### src/alist_pkg.sv
// Shared types, codes and constants of the array list block.
`default_nettype none
package alist_pkg;

    // Default storage geometry
    localparam int ALIST_DEPTH      = 32;
    localparam int ALIST_ELEM_WIDTH = 32;

    // Fixed field widths of the two channels
    localparam int OP_W   = 3;
    localparam int POS_W  = 6;
    localparam int VAL_W  = 32;
    localparam int STAT_W = 3;
    localparam int IDX_W  = 5;
    localparam int LEN_W  = 6;

    // Operation codes; codes above OP_TRAVERSE are ignored
    typedef enum logic [OP_W-1:0] {
        OP_APPEND   = 3'd0,
        OP_INSERT   = 3'd1,
        OP_DELETE   = 3'd2,
        OP_SEARCH   = 3'd3,
        OP_TRAVERSE = 3'd4
    } t_alist_op;

    // Result status codes
    typedef enum logic [STAT_W-1:0] {
        ST_DONE   = 3'd0,
        ST_BADPOS = 3'd1,
        ST_FULL   = 3'd2,
        ST_MATCH  = 3'd3,
        ST_ELEM   = 3'd4,
        ST_NONE   = 3'd5
    } t_alist_status;

    // Controller states
    typedef enum logic [2:0] {
        S_IDLE,
        S_DECIDE,
        S_PRIME,
        S_SHIFT,
        S_COUNT,
        S_LIST,
        S_RESULT
    } t_alist_state;

    // Commands from the controller to the datapath
    typedef struct packed {
        logic          load;        // capture the accepted transaction
        logic          start_scan;  // set walk start address and length
        logic          adv;         // step the walk to the next entry
        logic          count_hit;   // bump the match count
        logic          hits_dec;    // one match fewer still to send
        logic          shift_wr;    // move the entry read to its new slot
        logic          put_val;     // write the new value into the list
        logic          cnt_inc;     // list grows by one
        logic          cnt_dec;     // list shrinks by one
        logic          emit;        // load the output register
        t_alist_status status;      // status of the emitted result
    } t_alist_cmd;

    // Status from the datapath to the controller
    typedef struct packed {
        t_alist_op op;
        logic      full;
        logic      ins_bad;
        logic      del_bad;
        logic      empty;
        logic      left_zero;
        logic      match;
        logic      hits_zero;
        logic      out_free;
    } t_alist_flags;

endpackage
`default_nettype wire

### src/alist_ram.sv
// Generic single write port RAM with one registered read port.
`default_nettype none
module alist_ram #(
    parameter int WIDTH = 32,
    parameter int DEPTH = 32
) (
    input  wire logic                     i_clk,
    input  wire logic                     i_we,
    input  wire logic [$clog2(DEPTH)-1:0] i_waddr,
    input  wire logic [WIDTH-1:0]         i_wdata,
    input  wire logic [$clog2(DEPTH)-1:0] i_raddr,
    output logic      [WIDTH-1:0]         o_rdata
);

    logic [WIDTH-1:0] r_mem [DEPTH];

    // Write and registered read
    always_ff @(posedge i_clk) begin
        if (i_we) begin
            r_mem[i_waddr] <= i_wdata;
        end
        o_rdata <= r_mem[i_raddr];
    end

endmodule
`default_nettype wire

### src/alist_ctrl.sv
// Controller state machine of the array list block.
`default_nettype none
module alist_ctrl (
    input  wire logic                    i_clk,
    input  wire logic                    i_rst_n,
    input  wire logic                    i_in_valid,
    output logic                         o_in_ready,
    input  wire alist_pkg::t_alist_flags i_flags,
    output alist_pkg::t_alist_cmd        o_cmd
);
    import alist_pkg::*;

    t_alist_state  r_state,  n_state;
    t_alist_status r_status, n_status;
    logic          r_pass,   n_pass;

    // State registers
    always_ff @(posedge i_clk) begin
        if (!i_rst_n) begin
            r_state  <= S_IDLE;
            r_status <= ST_NONE;
            r_pass   <= 1'b0;
        end else begin
            r_state  <= n_state;
            r_status <= n_status;
            r_pass   <= n_pass;
        end
    end

    // Next state and commands
    always_comb begin
        n_state      = r_state;
        n_status     = r_status;
        n_pass       = r_pass;
        o_cmd        = '0;
        o_cmd.status = r_status;
        o_in_ready   = 1'b0;

        unique case (r_state)
            S_IDLE: begin
                o_in_ready = 1'b1;
                if (i_in_valid) begin
                    o_cmd.load = 1'b1;
                    n_pass     = 1'b0;
                    n_state    = S_DECIDE;
                end
            end

            // Check the transaction and either answer at once or start a walk
            S_DECIDE: begin
                unique case (i_flags.op)
                    OP_APPEND: begin
                        n_state = S_RESULT;
                        if (i_flags.full) begin
                            n_status = ST_FULL;
                        end else begin
                            o_cmd.put_val = 1'b1;
                            o_cmd.cnt_inc = 1'b1;
                            n_status      = ST_DONE;
                        end
                    end
                    OP_INSERT: begin
                        if (i_flags.ins_bad) begin
                            n_status = ST_BADPOS;
                            n_state  = S_RESULT;
                        end else if (i_flags.full) begin
                            n_status = ST_FULL;
                            n_state  = S_RESULT;
                        end else begin
                            o_cmd.start_scan = 1'b1;
                            n_state          = S_PRIME;
                        end
                    end
                    OP_DELETE: begin
                        if (i_flags.del_bad) begin
                            n_status = ST_BADPOS;
                            n_state  = S_RESULT;
                        end else begin
                            o_cmd.start_scan = 1'b1;
                            n_state          = S_PRIME;
                        end
                    end
                    OP_SEARCH, OP_TRAVERSE: begin
                        if (i_flags.empty) begin
                            n_status = ST_NONE;
                            n_state  = S_RESULT;
                        end else begin
                            o_cmd.start_scan = 1'b1;
                            n_state          = S_PRIME;
                        end
                    end
                    default: begin
                        n_status = ST_NONE;
                        n_state  = S_RESULT;
                    end
                endcase
            end

            // Wait for the first read of the walk
            S_PRIME: begin
                priority if (i_flags.op == OP_INSERT || i_flags.op == OP_DELETE) begin
                    n_state = S_SHIFT;
                end else if (i_flags.op == OP_SEARCH && !r_pass) begin
                    n_state = S_COUNT;
                end else begin
                    n_state = S_LIST;
                end
            end

            // Move one entry a cycle, then finish the update
            S_SHIFT: begin
                if (i_flags.left_zero) begin
                    if (i_flags.op == OP_INSERT) begin
                        o_cmd.put_val = 1'b1;
                        o_cmd.cnt_inc = 1'b1;
                    end else begin
                        o_cmd.cnt_dec = 1'b1;
                    end
                    n_status = ST_DONE;
                    n_state  = S_RESULT;
                end else begin
                    o_cmd.shift_wr = 1'b1;
                    o_cmd.adv      = 1'b1;
                end
            end

            // First search pass: count matches
            S_COUNT: begin
                if (i_flags.left_zero) begin
                    if (i_flags.hits_zero) begin
                        n_status = ST_NONE;
                        n_state  = S_RESULT;
                    end else begin
                        o_cmd.start_scan = 1'b1;
                        n_pass           = 1'b1;
                        n_state          = S_PRIME;
                    end
                end else begin
                    o_cmd.adv       = 1'b1;
                    o_cmd.count_hit = i_flags.match;
                end
            end

            // Send matches or every entry, holding while the output is full
            S_LIST: begin
                if (i_flags.left_zero) begin
                    n_state = S_IDLE;
                end else if (i_flags.op == OP_SEARCH) begin
                    if (!i_flags.match) begin
                        o_cmd.adv = 1'b1;
                    end else if (i_flags.out_free) begin
                        o_cmd.emit     = 1'b1;
                        o_cmd.status   = ST_MATCH;
                        o_cmd.hits_dec = 1'b1;
                        o_cmd.adv      = 1'b1;
                    end
                end else if (i_flags.out_free) begin
                    o_cmd.emit   = 1'b1;
                    o_cmd.status = ST_ELEM;
                    o_cmd.adv    = 1'b1;
                end
            end

            // Send the single result of the transaction
            S_RESULT: begin
                if (i_flags.out_free) begin
                    o_cmd.emit = 1'b1;
                    n_state    = S_IDLE;
                end
            end

            default: begin
                n_state = S_IDLE;
            end
        endcase
    end

endmodule
`default_nettype wire

### src/alist_dp.sv
// Datapath of the array list block: entry store, walk counters and output register.
`default_nettype none
module alist_dp #(
    parameter int DEPTH      = alist_pkg::ALIST_DEPTH,
    parameter int ELEM_WIDTH = alist_pkg::ALIST_ELEM_WIDTH
) (
    input  wire logic                           i_clk,
    input  wire logic                           i_rst_n,
    input  wire alist_pkg::t_alist_cmd          i_cmd,
    output alist_pkg::t_alist_flags             o_flags,
    input  wire logic [alist_pkg::OP_W-1:0]     i_operation,
    input  wire logic [alist_pkg::POS_W-1:0]    i_position,
    input  wire logic signed [alist_pkg::VAL_W-1:0] i_value,
    input  wire logic                           i_out_ready,
    output logic                                o_out_valid,
    output logic [alist_pkg::STAT_W-1:0]        o_status,
    output logic [alist_pkg::IDX_W-1:0]         o_index,
    output logic signed [alist_pkg::VAL_W-1:0]  o_element,
    output logic [alist_pkg::LEN_W-1:0]         o_length,
    output logic                                o_last
);
    import alist_pkg::*;

    localparam int AW   = $clog2(DEPTH);
    localparam int CW   = $clog2(DEPTH + 1);
    localparam int CMPW = (CW > POS_W) ? CW : POS_W;

    logic [OP_W-1:0]       r_op;
    logic [POS_W-1:0]      r_pos;
    logic [ELEM_WIDTH-1:0] r_val;
    logic [ELEM_WIDTH-1:0] r_gone;
    logic [CW-1:0]         r_count;
    logic [CW-1:0]         r_left;
    logic [CW-1:0]         r_hits;
    logic [AW-1:0]         r_src;
    logic                  r_first;

    t_alist_op             op;
    logic                  down;
    logic                  is_del;
    logic [AW-1:0]         src_next;
    logic [AW-1:0]         dst;
    logic [AW-1:0]         raddr;
    logic [AW-1:0]         waddr;
    logic [ELEM_WIDTH-1:0] wdata;
    logic                  we;
    logic [ELEM_WIDTH-1:0] rd_data;
    logic                  capture_gone;
    logic                  out_free;

    assign op     = t_alist_op'(r_op);
    assign down   = (op == OP_INSERT);
    assign is_del = (op == OP_DELETE);

    // Walk addressing: insert walks down, the rest walk up
    assign src_next = down ? AW'(r_src - 1'b1) : AW'(r_src + 1'b1);
    assign dst      = down ? AW'(r_src + 1'b1) : AW'(r_src - 1'b1);
    assign raddr    = i_cmd.adv ? src_next : r_src;

    // The first entry read by a delete is the removed one, not a move
    assign capture_gone = i_cmd.shift_wr && is_del && r_first;

    // Write port: entry moves during a walk, new value otherwise
    always_comb begin
        we    = (i_cmd.shift_wr && !capture_gone) || i_cmd.put_val;
        waddr = dst;
        wdata = rd_data;
        if (i_cmd.put_val) begin
            waddr = (op == OP_APPEND) ? AW'(r_count) : AW'(r_pos);
            wdata = r_val;
        end
    end

    alist_ram #(
        .WIDTH (ELEM_WIDTH),
        .DEPTH (DEPTH)
    ) u_ram (
        .i_clk   (i_clk),
        .i_we    (we),
        .i_waddr (waddr),
        .i_wdata (wdata),
        .i_raddr (raddr),
        .o_rdata (rd_data)
    );

    assign out_free = !o_out_valid || i_out_ready;

    // Status towards the controller
    always_comb begin
        o_flags           = '0;
        o_flags.op        = op;
        o_flags.full      = (r_count >= CW'(DEPTH));
        o_flags.ins_bad   = (CMPW'(r_pos) > CMPW'(r_count));
        o_flags.del_bad   = (r_pos == '0) || (CMPW'(r_pos) > CMPW'(r_count));
        o_flags.empty     = (r_count == '0);
        o_flags.left_zero = (r_left == '0);
        o_flags.match     = (rd_data == r_val);
        o_flags.hits_zero = (r_hits == '0);
        o_flags.out_free  = out_free;
    end

    // Capture the transaction and run the walk
    always_ff @(posedge i_clk) begin
        if (i_cmd.load) begin
            r_op  <= i_operation;
            r_pos <= i_position;
            r_val <= ELEM_WIDTH'(i_value);
        end
        if (i_cmd.start_scan) begin
            r_first <= 1'b1;
            unique case (op)
                OP_INSERT: begin
                    r_src  <= AW'(r_count - 1'b1);
                    r_left <= r_count - CW'(r_pos);
                end
                OP_DELETE: begin
                    r_src  <= AW'(r_pos - 1'b1);
                    r_left <= CW'(r_count - CW'(r_pos) + 1'b1);
                end
                default: begin
                    r_src  <= '0;
                    r_left <= r_count;
                end
            endcase
        end else if (i_cmd.adv) begin
            r_first <= 1'b0;
            r_src   <= src_next;
            r_left  <= r_left - 1'b1;
        end
        if (capture_gone) begin
            r_gone <= rd_data;
        end
    end

    // Match count for the search passes
    always_ff @(posedge i_clk) begin
        if (!i_rst_n) begin
            r_hits <= '0;
        end else if (i_cmd.load) begin
            r_hits <= '0;
        end else if (i_cmd.count_hit) begin
            r_hits <= r_hits + 1'b1;
        end else if (i_cmd.hits_dec) begin
            r_hits <= r_hits - 1'b1;
        end
    end

    // Entry count
    always_ff @(posedge i_clk) begin
        if (!i_rst_n) begin
            r_count <= '0;
        end else if (i_cmd.cnt_inc) begin
            r_count <= r_count + 1'b1;
        end else if (i_cmd.cnt_dec) begin
            r_count <= r_count - 1'b1;
        end
    end

    // Output valid: set on emit, drop once the transaction is taken
    always_ff @(posedge i_clk) begin
        if (!i_rst_n) begin
            o_out_valid <= 1'b0;
        end else if (i_cmd.emit) begin
            o_out_valid <= 1'b1;
        end else if (i_out_ready) begin
            o_out_valid <= 1'b0;
        end
    end

    // Output payload
    always_ff @(posedge i_clk) begin
        if (i_cmd.emit) begin
            o_status <= i_cmd.status;
            o_length <= LEN_W'(r_count);
            unique case (i_cmd.status)
                ST_DONE: begin
                    o_last <= 1'b1;
                    unique case (op)
                        OP_APPEND: begin
                            o_index   <= IDX_W'(r_count - 1'b1);
                            o_element <= VAL_W'(signed'(r_val));
                        end
                        OP_INSERT: begin
                            o_index   <= IDX_W'(r_pos);
                            o_element <= VAL_W'(signed'(r_val));
                        end
                        default: begin
                            o_index   <= IDX_W'(r_pos - 1'b1);
                            o_element <= VAL_W'(signed'(r_gone));
                        end
                    endcase
                end
                ST_MATCH: begin
                    o_index   <= IDX_W'(r_src);
                    o_element <= VAL_W'(signed'(rd_data));
                    o_last    <= (r_hits == CW'(1));
                end
                ST_ELEM: begin
                    o_index   <= IDX_W'(r_src);
                    o_element <= VAL_W'(signed'(rd_data));
                    o_last    <= (r_left == CW'(1));
                end
                default: begin
                    o_index   <= '0;
                    o_element <= '0;
                    o_last    <= 1'b1;
                end
            endcase
        end
    end

endmodule
`default_nettype wire

### src/array_list_insert_delete_search_top.sv
// Top level of the array list block: controller joined to the datapath.
//
// Keeps an ordered list of up to DEPTH signed words in a single RAM with a
// registered read port, plus an entry count. Transactions are taken one at a
// time; the input is ready only while the block is idle, and a finished
// result may still wait in the output register when the next transaction is
// taken. Insert and delete move one entry a cycle through the RAM port, and
// search walks the list twice: one pass counts the matches so the final one
// can be flagged, a second sends them. Every result waits while the output
// side stalls. The entry store has no clearing pass: entries beyond the count
// are never used.
`default_nettype none
module array_list_insert_delete_search_top #(
    parameter int DEPTH      = alist_pkg::ALIST_DEPTH,
    parameter int ELEM_WIDTH = alist_pkg::ALIST_ELEM_WIDTH
) (
    input  wire logic                               i_clk,
    input  wire logic                               i_rst_n,
    input  wire logic                               i_in_valid,
    output logic                                    o_in_ready,
    input  wire logic [alist_pkg::OP_W-1:0]         i_operation,
    input  wire logic [alist_pkg::POS_W-1:0]        i_position,
    input  wire logic signed [alist_pkg::VAL_W-1:0] i_value,
    output logic                                    o_out_valid,
    input  wire logic                               i_out_ready,
    output logic [alist_pkg::STAT_W-1:0]            o_status,
    output logic [alist_pkg::IDX_W-1:0]             o_index,
    output logic signed [alist_pkg::VAL_W-1:0]      o_element,
    output logic [alist_pkg::LEN_W-1:0]             o_length,
    output logic                                    o_last
);
    import alist_pkg::*;

    t_alist_cmd   cmd;
    t_alist_flags flags;

    alist_ctrl u_ctrl (
        .i_clk      (i_clk),
        .i_rst_n    (i_rst_n),
        .i_in_valid (i_in_valid),
        .o_in_ready (o_in_ready),
        .i_flags    (flags),
        .o_cmd      (cmd)
    );

    alist_dp #(
        .DEPTH      (DEPTH),
        .ELEM_WIDTH (ELEM_WIDTH)
    ) u_dp (
        .i_clk       (i_clk),
        .i_rst_n     (i_rst_n),
        .i_cmd       (cmd),
        .o_flags     (flags),
        .i_operation (i_operation),
        .i_position  (i_position),
        .i_value     (i_value),
        .i_out_ready (i_out_ready),
        .o_out_valid (o_out_valid),
        .o_status    (o_status),
        .o_index     (o_index),
        .o_element   (o_element),
        .o_length    (o_length),
        .o_last      (o_last)
    );

endmodule
`default_nettype wire

### config.mk
export PLATFORM = sky130hd
export DESIGN_NAME = array_list_insert_delete_search_top
export DESIGN_NICKNAME = d
export VERILOG_FILES = /design/src/alist_pkg.sv /design/src/alist_ram.sv /design/src/alist_ctrl.sv /design/src/alist_dp.sv /design/src/array_list_insert_delete_search_top.sv
export SDC_FILE = /design/constraint.sdc
export NUM_CORES = 1
export LEC_CHECK = 0
export BUFFER_PORTS_ARGS = -buffer_cell sky130_fd_sc_hd__buf_4
export CAP_MARGIN = 20
export CELL_PAD_IN_SITES_DETAIL_PLACEMENT = 1
export CELL_PAD_IN_SITES_GLOBAL_PLACEMENT = 1
export CORE_MARGIN = 1
export CORE_UTILIZATION = 50
export CTS_CLUSTER_DIAMETER = 40
export DETAILED_ROUTE_END_ITERATION = 12
export PLACE_DENSITY_LB_ADDON = 0.1
export SKIP_LAST_GASP = 1
export SLEW_MARGIN = 30
export SYNTH_ARGS = -nofsm -noshare
export SYNTH_HDL_FRONTEND = slang
export SYNTH_SLANG_ARGS = --single-unit
### constraint.sdc
create_clock -name i_clk -period 10.5 [get_ports i_clk]
set_input_delay 2.625 -clock i_clk [delete_from_list [all_inputs] [get_ports i_clk]]
set_output_delay 2.625 -clock i_clk [all_outputs]
set_load 0.05 [all_outputs]
==> results of run 1 <==
[power breakdown]
| part | switching, mW | internal [mW] | total, mW |
|---|---|---|---|
| clock network | 2.24 | 3.82 | 6.06 |
| logic | 6.17 | 2.87 | 9.04 |
| registers | 0.394 | 6.18 | 6.58 |
| total | 8.80 | 12.9 | 21.7 |
[routing by layer]
layer  part of all wire (%)  vias up  track usage, %
li1                       -    16800               -
met1                     42    20500            43.1
met2                     47     1682            50.4
met3                    7.8      323            5.09
met4                    2.8        2            9.92
met5                  0.011        -               0
[metrics by stage]
stage / utilization (%) / hold slack (ns)
floorplan: - / 0.426
global placement: 52.5 / 0.434
detailed placement: 52.5 / 0.441
CTS: 57.9 / 0.453
global route: 57.9 / 0.494
finish: 57.9 / 0.453
[cell type report]
class                   count  share of cell area, %
clock inverters           118                   2.17
flip-flops and latches   1208                   54.7
repair buffers            185                   2.28
clock buffers             206                   7.13
inverters                  21                  0.125
well taps                1500                   2.88
multi-input cells        2653                   30.7
[kinds of logic after synthesis]
family          Yosys count  synth area share, %
flops                  1208                 62.7
compound gates          940                 11.6
mux                     577                 13.1
buf+inv                 356                 2.76
simple gates           1047                 8.33
fa+ha+maj                20                0.453
xor+xnor                 69                 1.11
[sequential cells by signal (all words and copies together) (netlist names)]
register            flops
u_ctrl.r_pass           1
u_dp.o_last             1
u_dp.o_out_valid        1
u_dp.r_first            1
u_dp.r_left             6
u_dp.op                 3
u_dp.o_element         32
u_dp.o_length           6
u_dp.u_ram.o_rdata     32
u_dp.u_ram.r_mem     1024
u_ctrl.r_status         3
u_dp.r_pos              6
u_dp.r_src              5
u_dp.r_val             32
u_dp.o_status           3
u_dp.r_count            6
u_dp.r_gone            32
u_ctrl.r_state          3
u_dp.o_index            5
u_dp.r_hits             6
[worst min path at each step]
stage | to | slack (ns)
after floorplan | u_dp.r_first | 0.43
after global placement | u_dp.r_first | 0.43
after detailed placement | u_dp.r_first | 0.44
after CTS | u_dp.r_first | 0.45
after global routing | u_dp.r_first | 0.49
final | u_dp.r_first | 0.45
[Yosys cell counts (all sizes together), types with 21 or more instances]
cell	count	area (um2)
edfxtp	1150	34500
nand2	450	1690
mux2i	401	4030
nor2	272	1020
clkbuf	181	683
o21ai	166	831
buf	154	810
a21oi	146	738
o22ai	133	870
mux4	128	2880
a32oi	112	981
o221ai	91	797
nand3	89	450
a211oi	67	503
nor3	66	352
and3	64	400
xnor2	61	561
dfxtp	58	1160
mux2	48	541
a311oi	37	330
a21boi	26	195
or3	24	150
o211ai	22	165
inv	21	78.8
==> run_results.csv, run 1 <==
group,metric,value,unit
grt,grt_pass1_vias,40100,
power,peakVddDrop,313,uV
cts,cts.clk_slew.worst_paths,0.06,ns
sta,setup_tns,0,ns
synth,async_flop_share,0,%
synth,synth_edf_count,1150,
sta,rsz0062_at_grt,"no",
critical_path,critPathKind,"in -> reg",
route,drt_iter0_markers,4006,
sta,hold_viol,0,
place,place_worst_setup_slack,4.04,ns
die,die_y,339,um
place,gp_congestion,0.838,
critical_path,rr_worst_depth,9,
layout,antenna_cells,0,
sta,clock.fmax,171,MHz
layout,final_cell_area,65200,um2
route,avgViaCountPerCell,6.67,
cts,cts_sinks,1208,
critical_path,timing.rr.start,"u_dp.r_src[0]",
synth,avgSynthCellArea,13.5,um2
synth,ys_types,87,
critical_path,slowest_stage,"a31o_4",
sta,finClkSkew,0.0300,ns
sta,fin_crit_sh,55.6,%
cts,cts_setup_buffers,0,
route,routed_wl,181000,um
critical_path,crit_path_max_incr_delay,0.63,ns
sta,fin_crit,5.84,ns
critical_path,r2r_setup_slack,5.17,ns
layout,drive_above_1_share,17.3,%
critical_path,path_buf_inv,3,
synth,ys_ff_latch,1208,
cts,cts_tree,"yes",
route,drc,0,
die,core_area,113000,um2
die,rows,123,
critical_path,cp_cell_sequence,"buf_4 > and3b_1 > o21ai_1 > a21oi_2 > a31o_4 > buf_4 > buf_4 > nand2_1 > o311a_1 > o21ai_1 > nand4_1 > nor3_1",
layout,seqCellArea,35700,um2
power,powerDensity,332,nW/um2
place,hpwl,104000,um
grt,antenna_found_initial,9,
cts,clockBufferDepth,3,
critical_path,cp.required,11.18,ns
critical_path,crit_path_frequent_cell,"buf_4",
layout,final_common_cell,"edfxtp_1",
worst_hold_path,hold_path_class,"reg -> reg",
grt,grt_overflow,0,
synth,yosysSeqAreaShare,62.7,%
critical_path,critPathCapture,"u_dp.u_ram.o_rdata[12]",
grt,grt_pass1_wl,267000,um
synth,synth_cells,4217,
worst_hold_path,holdPathStages,1,
die,die_w,339,um
cts,cts_buffers,172,
grt,grt_max_degree,130,
grt,grt_usage,31.1,%
place,io_buffers,93,
synth,yosysWarnings,0,
outcome,outcome,"completed",
cts,cts_root_buffer,"clkbuf_16",
layout,layout_common_cells,"edfxtp_1, nand2_1, mux2i_1, nor2_1, clkbuf_16",
layout,fill_cells,10700,
critical_path,crit_fanout,49,
layout,multiInputGateArea,20000,um2
power,power,21.7,mW
sta,fin_ws,4.66,ns
place,dp_cells,5567,
layout,fin_nets,4306,
sta,slew-limit-headroom,29.3,%
synth,netlist_area,56900,um2
sta,worst_pin_slew,1.06,ns
layout,syn_to_final_growth,14.6,%
route,wire_per_inst,30.7,um
critical_path,rr_endpoint,"u_dp.u_ram.o_rdata[12]",
critical_path,arrival,6.52,ns
layout,fin_cells,5891,
cts,cts_resized,0,
power,leakagePower,22.3,nW
die,ios,94,
sta,setup-violations-final,0,
route,vias,39300,
sta,slew_violations,0,
critical_path,cpLargestDelayFamily,"compound AO/OA/AOI/OAI gates",
die,die_area,115000,um2
synth,syn_nets,4282,
flow_run,max-cap-violations,0,
cts,h-tree-depth,4,
synth,synth_ff_type,"edfxtp_1",
critical_path,cp-start-kind,"input pin",
place,postPlaceCellArea,59200,um2
critical_path,crit_start,"i_out_ready",
critical_path,path_depth,12,
route,firstDrtPassIters,5,
worst_hold_path,hp-start,"u_dp.r_first",
die,initial_core_util,50.5,%
cts,clock_latency,0.78,ns
critical_path,endpoint_kind,"flop",
cts,hold_buffers,0,
route,ant_nets,0,
No activity file was read; power rests on OpenSTA's default activity.
==> inputs of run 2 (changes only) <==
Settings changed: CORE_UTILIZATION 50 to 48.
Clock period 10.5 ns to 5.07 ns, I/O delays scaled along.
==> run_results.csv, run 2 (synthesis results as in run 1) <==
group,metric,value,unit
outcome,outcome,"completed",
cts,h-tree-depth,4,
critical_path,path_buf_inv,1,
place,dp_cells,5646,
cts,hold_buffers,0,
layout,largest_register_ffs,1024,
critical_path,critPathKind,"reg -> reg",
sta,clock.fmax,219,MHz
critical_path,slowest_stage,"nor4_4",
sta,hold_viol,0,
layout,top_register,"u_dp.u_ram.r_mem",
critical_path,cp.required,5.68,ns
critical_path,cp-start-kind,"flop",
sta,slew_violations,0,
sta,finClkSkew,0.0233,ns
grt,grt_max_degree,137,
sta,fin_crit,4.57,ns
critical_path,cpLargestDelayFamily,"simple AND/OR/NAND/NOR gates",
cts,cts_resized,0,
sta,slew-limit-headroom,31.8,%
layout,final_cell_area,66300,um2
grt,antenna_found_initial,7,
worst_hold_path,hold_path_class,"reg -> reg",
sta,worst_pin_slew,1.02,ns
place,hpwl,108000,um
cts,cts_setup_buffers,0,
cts,cts_root_buffer,"clkbuf_16",
sta,setup-violations-final,0,
route,wire_per_inst,30.1,um
die,rows,125,
sta,rsz0062_at_grt,"no",
place,gp_congestion,0.821,
route,firstDrtPassIters,5,
route,avgViaCountPerCell,6.53,
critical_path,endpoint_kind,"flop",
grt,grt_usage,29.8,%
layout,fin_nets,4364,
critical_path,crit_path_max_incr_delay,0.71,ns
route,vias,39000,
sta,fin_crit_sh,90.2,%
layout,layout_common_cells,"edfxtp_1, nand2_1, mux2i_1, nor2_1, buf_4",
place,io_buffers,93,
critical_path,crit_fanout,14,
route,ant_nets,0,
cts,cts.clk_slew.worst_paths,0.06,ns
route,routed_wl,180000,um
cts,clock_latency,0.79,ns
layout,syn_to_final_growth,16.5,%
layout,final_common_cell,"edfxtp_1",
route,drt_iter0_markers,3657,
layout,fin_cells,5976,
flow_run,max-cap-violations,0,
die,die_y,346,um
critical_path,cp_cell_sequence,"xnor2_1 > nand4_1 > nor4_4 > a311oi_2 > xnor2_4 > buf_4 > a211oi_1 > a31oi_1 > o21ai_0 > nor3_1",
grt,grt_pass1_vias,40500,
sta,whs,0.453,ns
die,initial_core_util,48.7,%
power,peakVddDrop,899,uV
sta,setup_tns,0,ns
die,ios,94,
die,die_area,120000,um2
cts,cts_tree,"yes",
die,die_w,346,um
cts,cts_buffers,175,
power,leakagePower,22.8,nW
grt,grt_overflow,0,
layout,drive_above_1_share,18.2,%
cts,clockBufferDepth,3,
critical_path,arrival,5.19,ns
power,powerDensity,693,nW/um2
route,drc,0,
place,postPlaceCellArea,60200,um2
layout,fill_cells,11100,
die,core_area,117000,um2
power,power,46.0,mW
grt,grt_pass1_wl,267000,um
cts,cts_sinks,1208,
## run 2: changes by cell type in the layout (fill, tap and decap cells not counted), sizes merged
cell	previous run	this run
clkinvlp	20	19
buf	185	240
inv	37	42
clkinv	56	53
clkbuf	206	210
diode	0	1
## run 2: power by group
group          switching, mW  total, mW  leakage (nW)  internal (mW)
Clock                   4.73       12.7          2.97           7.99
Sequential             0.735       13.5          10.8           12.8
Combinational           13.2       19.7          8.99           6.54
## run 2: layout make-up
cell class / instances / area, um2 / share of cell area, %
clock buffers: 210 / 4700 / 7.08
well taps: 1524 / 1910 / 2.87
clock inverters: 119 / 1470 / 2.21
repair buffers: 240 / 2480 / 3.73
flip-flops and latches: 1208 / 35700 / 53.8
multi-input cells: 2653 / 20000 / 30.2
diodes: 1 / 2.50 / 0.00377
inverters: 21 / 81.3 / 0.123
## run 2: final timing paths
check | cells after the start | slack [ns] | end | start
max reg2reg | 10 | 0.50 | u_dp.u_ram.o_rdata[8] | u_dp.r_val[13]
min | 1 | 0.45 | u_dp.r_first | u_dp.r_first
max | 10 | 0.50 | u_dp.u_ram.o_rdata[8] | u_dp.r_val[13]
min reg2reg | 1 | 0.45 | u_dp.r_first | u_dp.r_first
## run 2: metal layers
metal	wire, um	track usage, %	share of wire, %
met5	0	0	0
met4	4110	8.48	2.3
met3	11700	4.32	6.5
met2	86200	48.6	48
met1	77700	41.5	43
## run 2: metrics by stage
stage	setup slack (ns)	util, %
after floorplan	0.0292	-
after global placement	0.432	51.5
after detailed placement	0.383	51.5
after CTS	0.505	56.8
after global routing	0.464	56.8
final	0.497	56.8
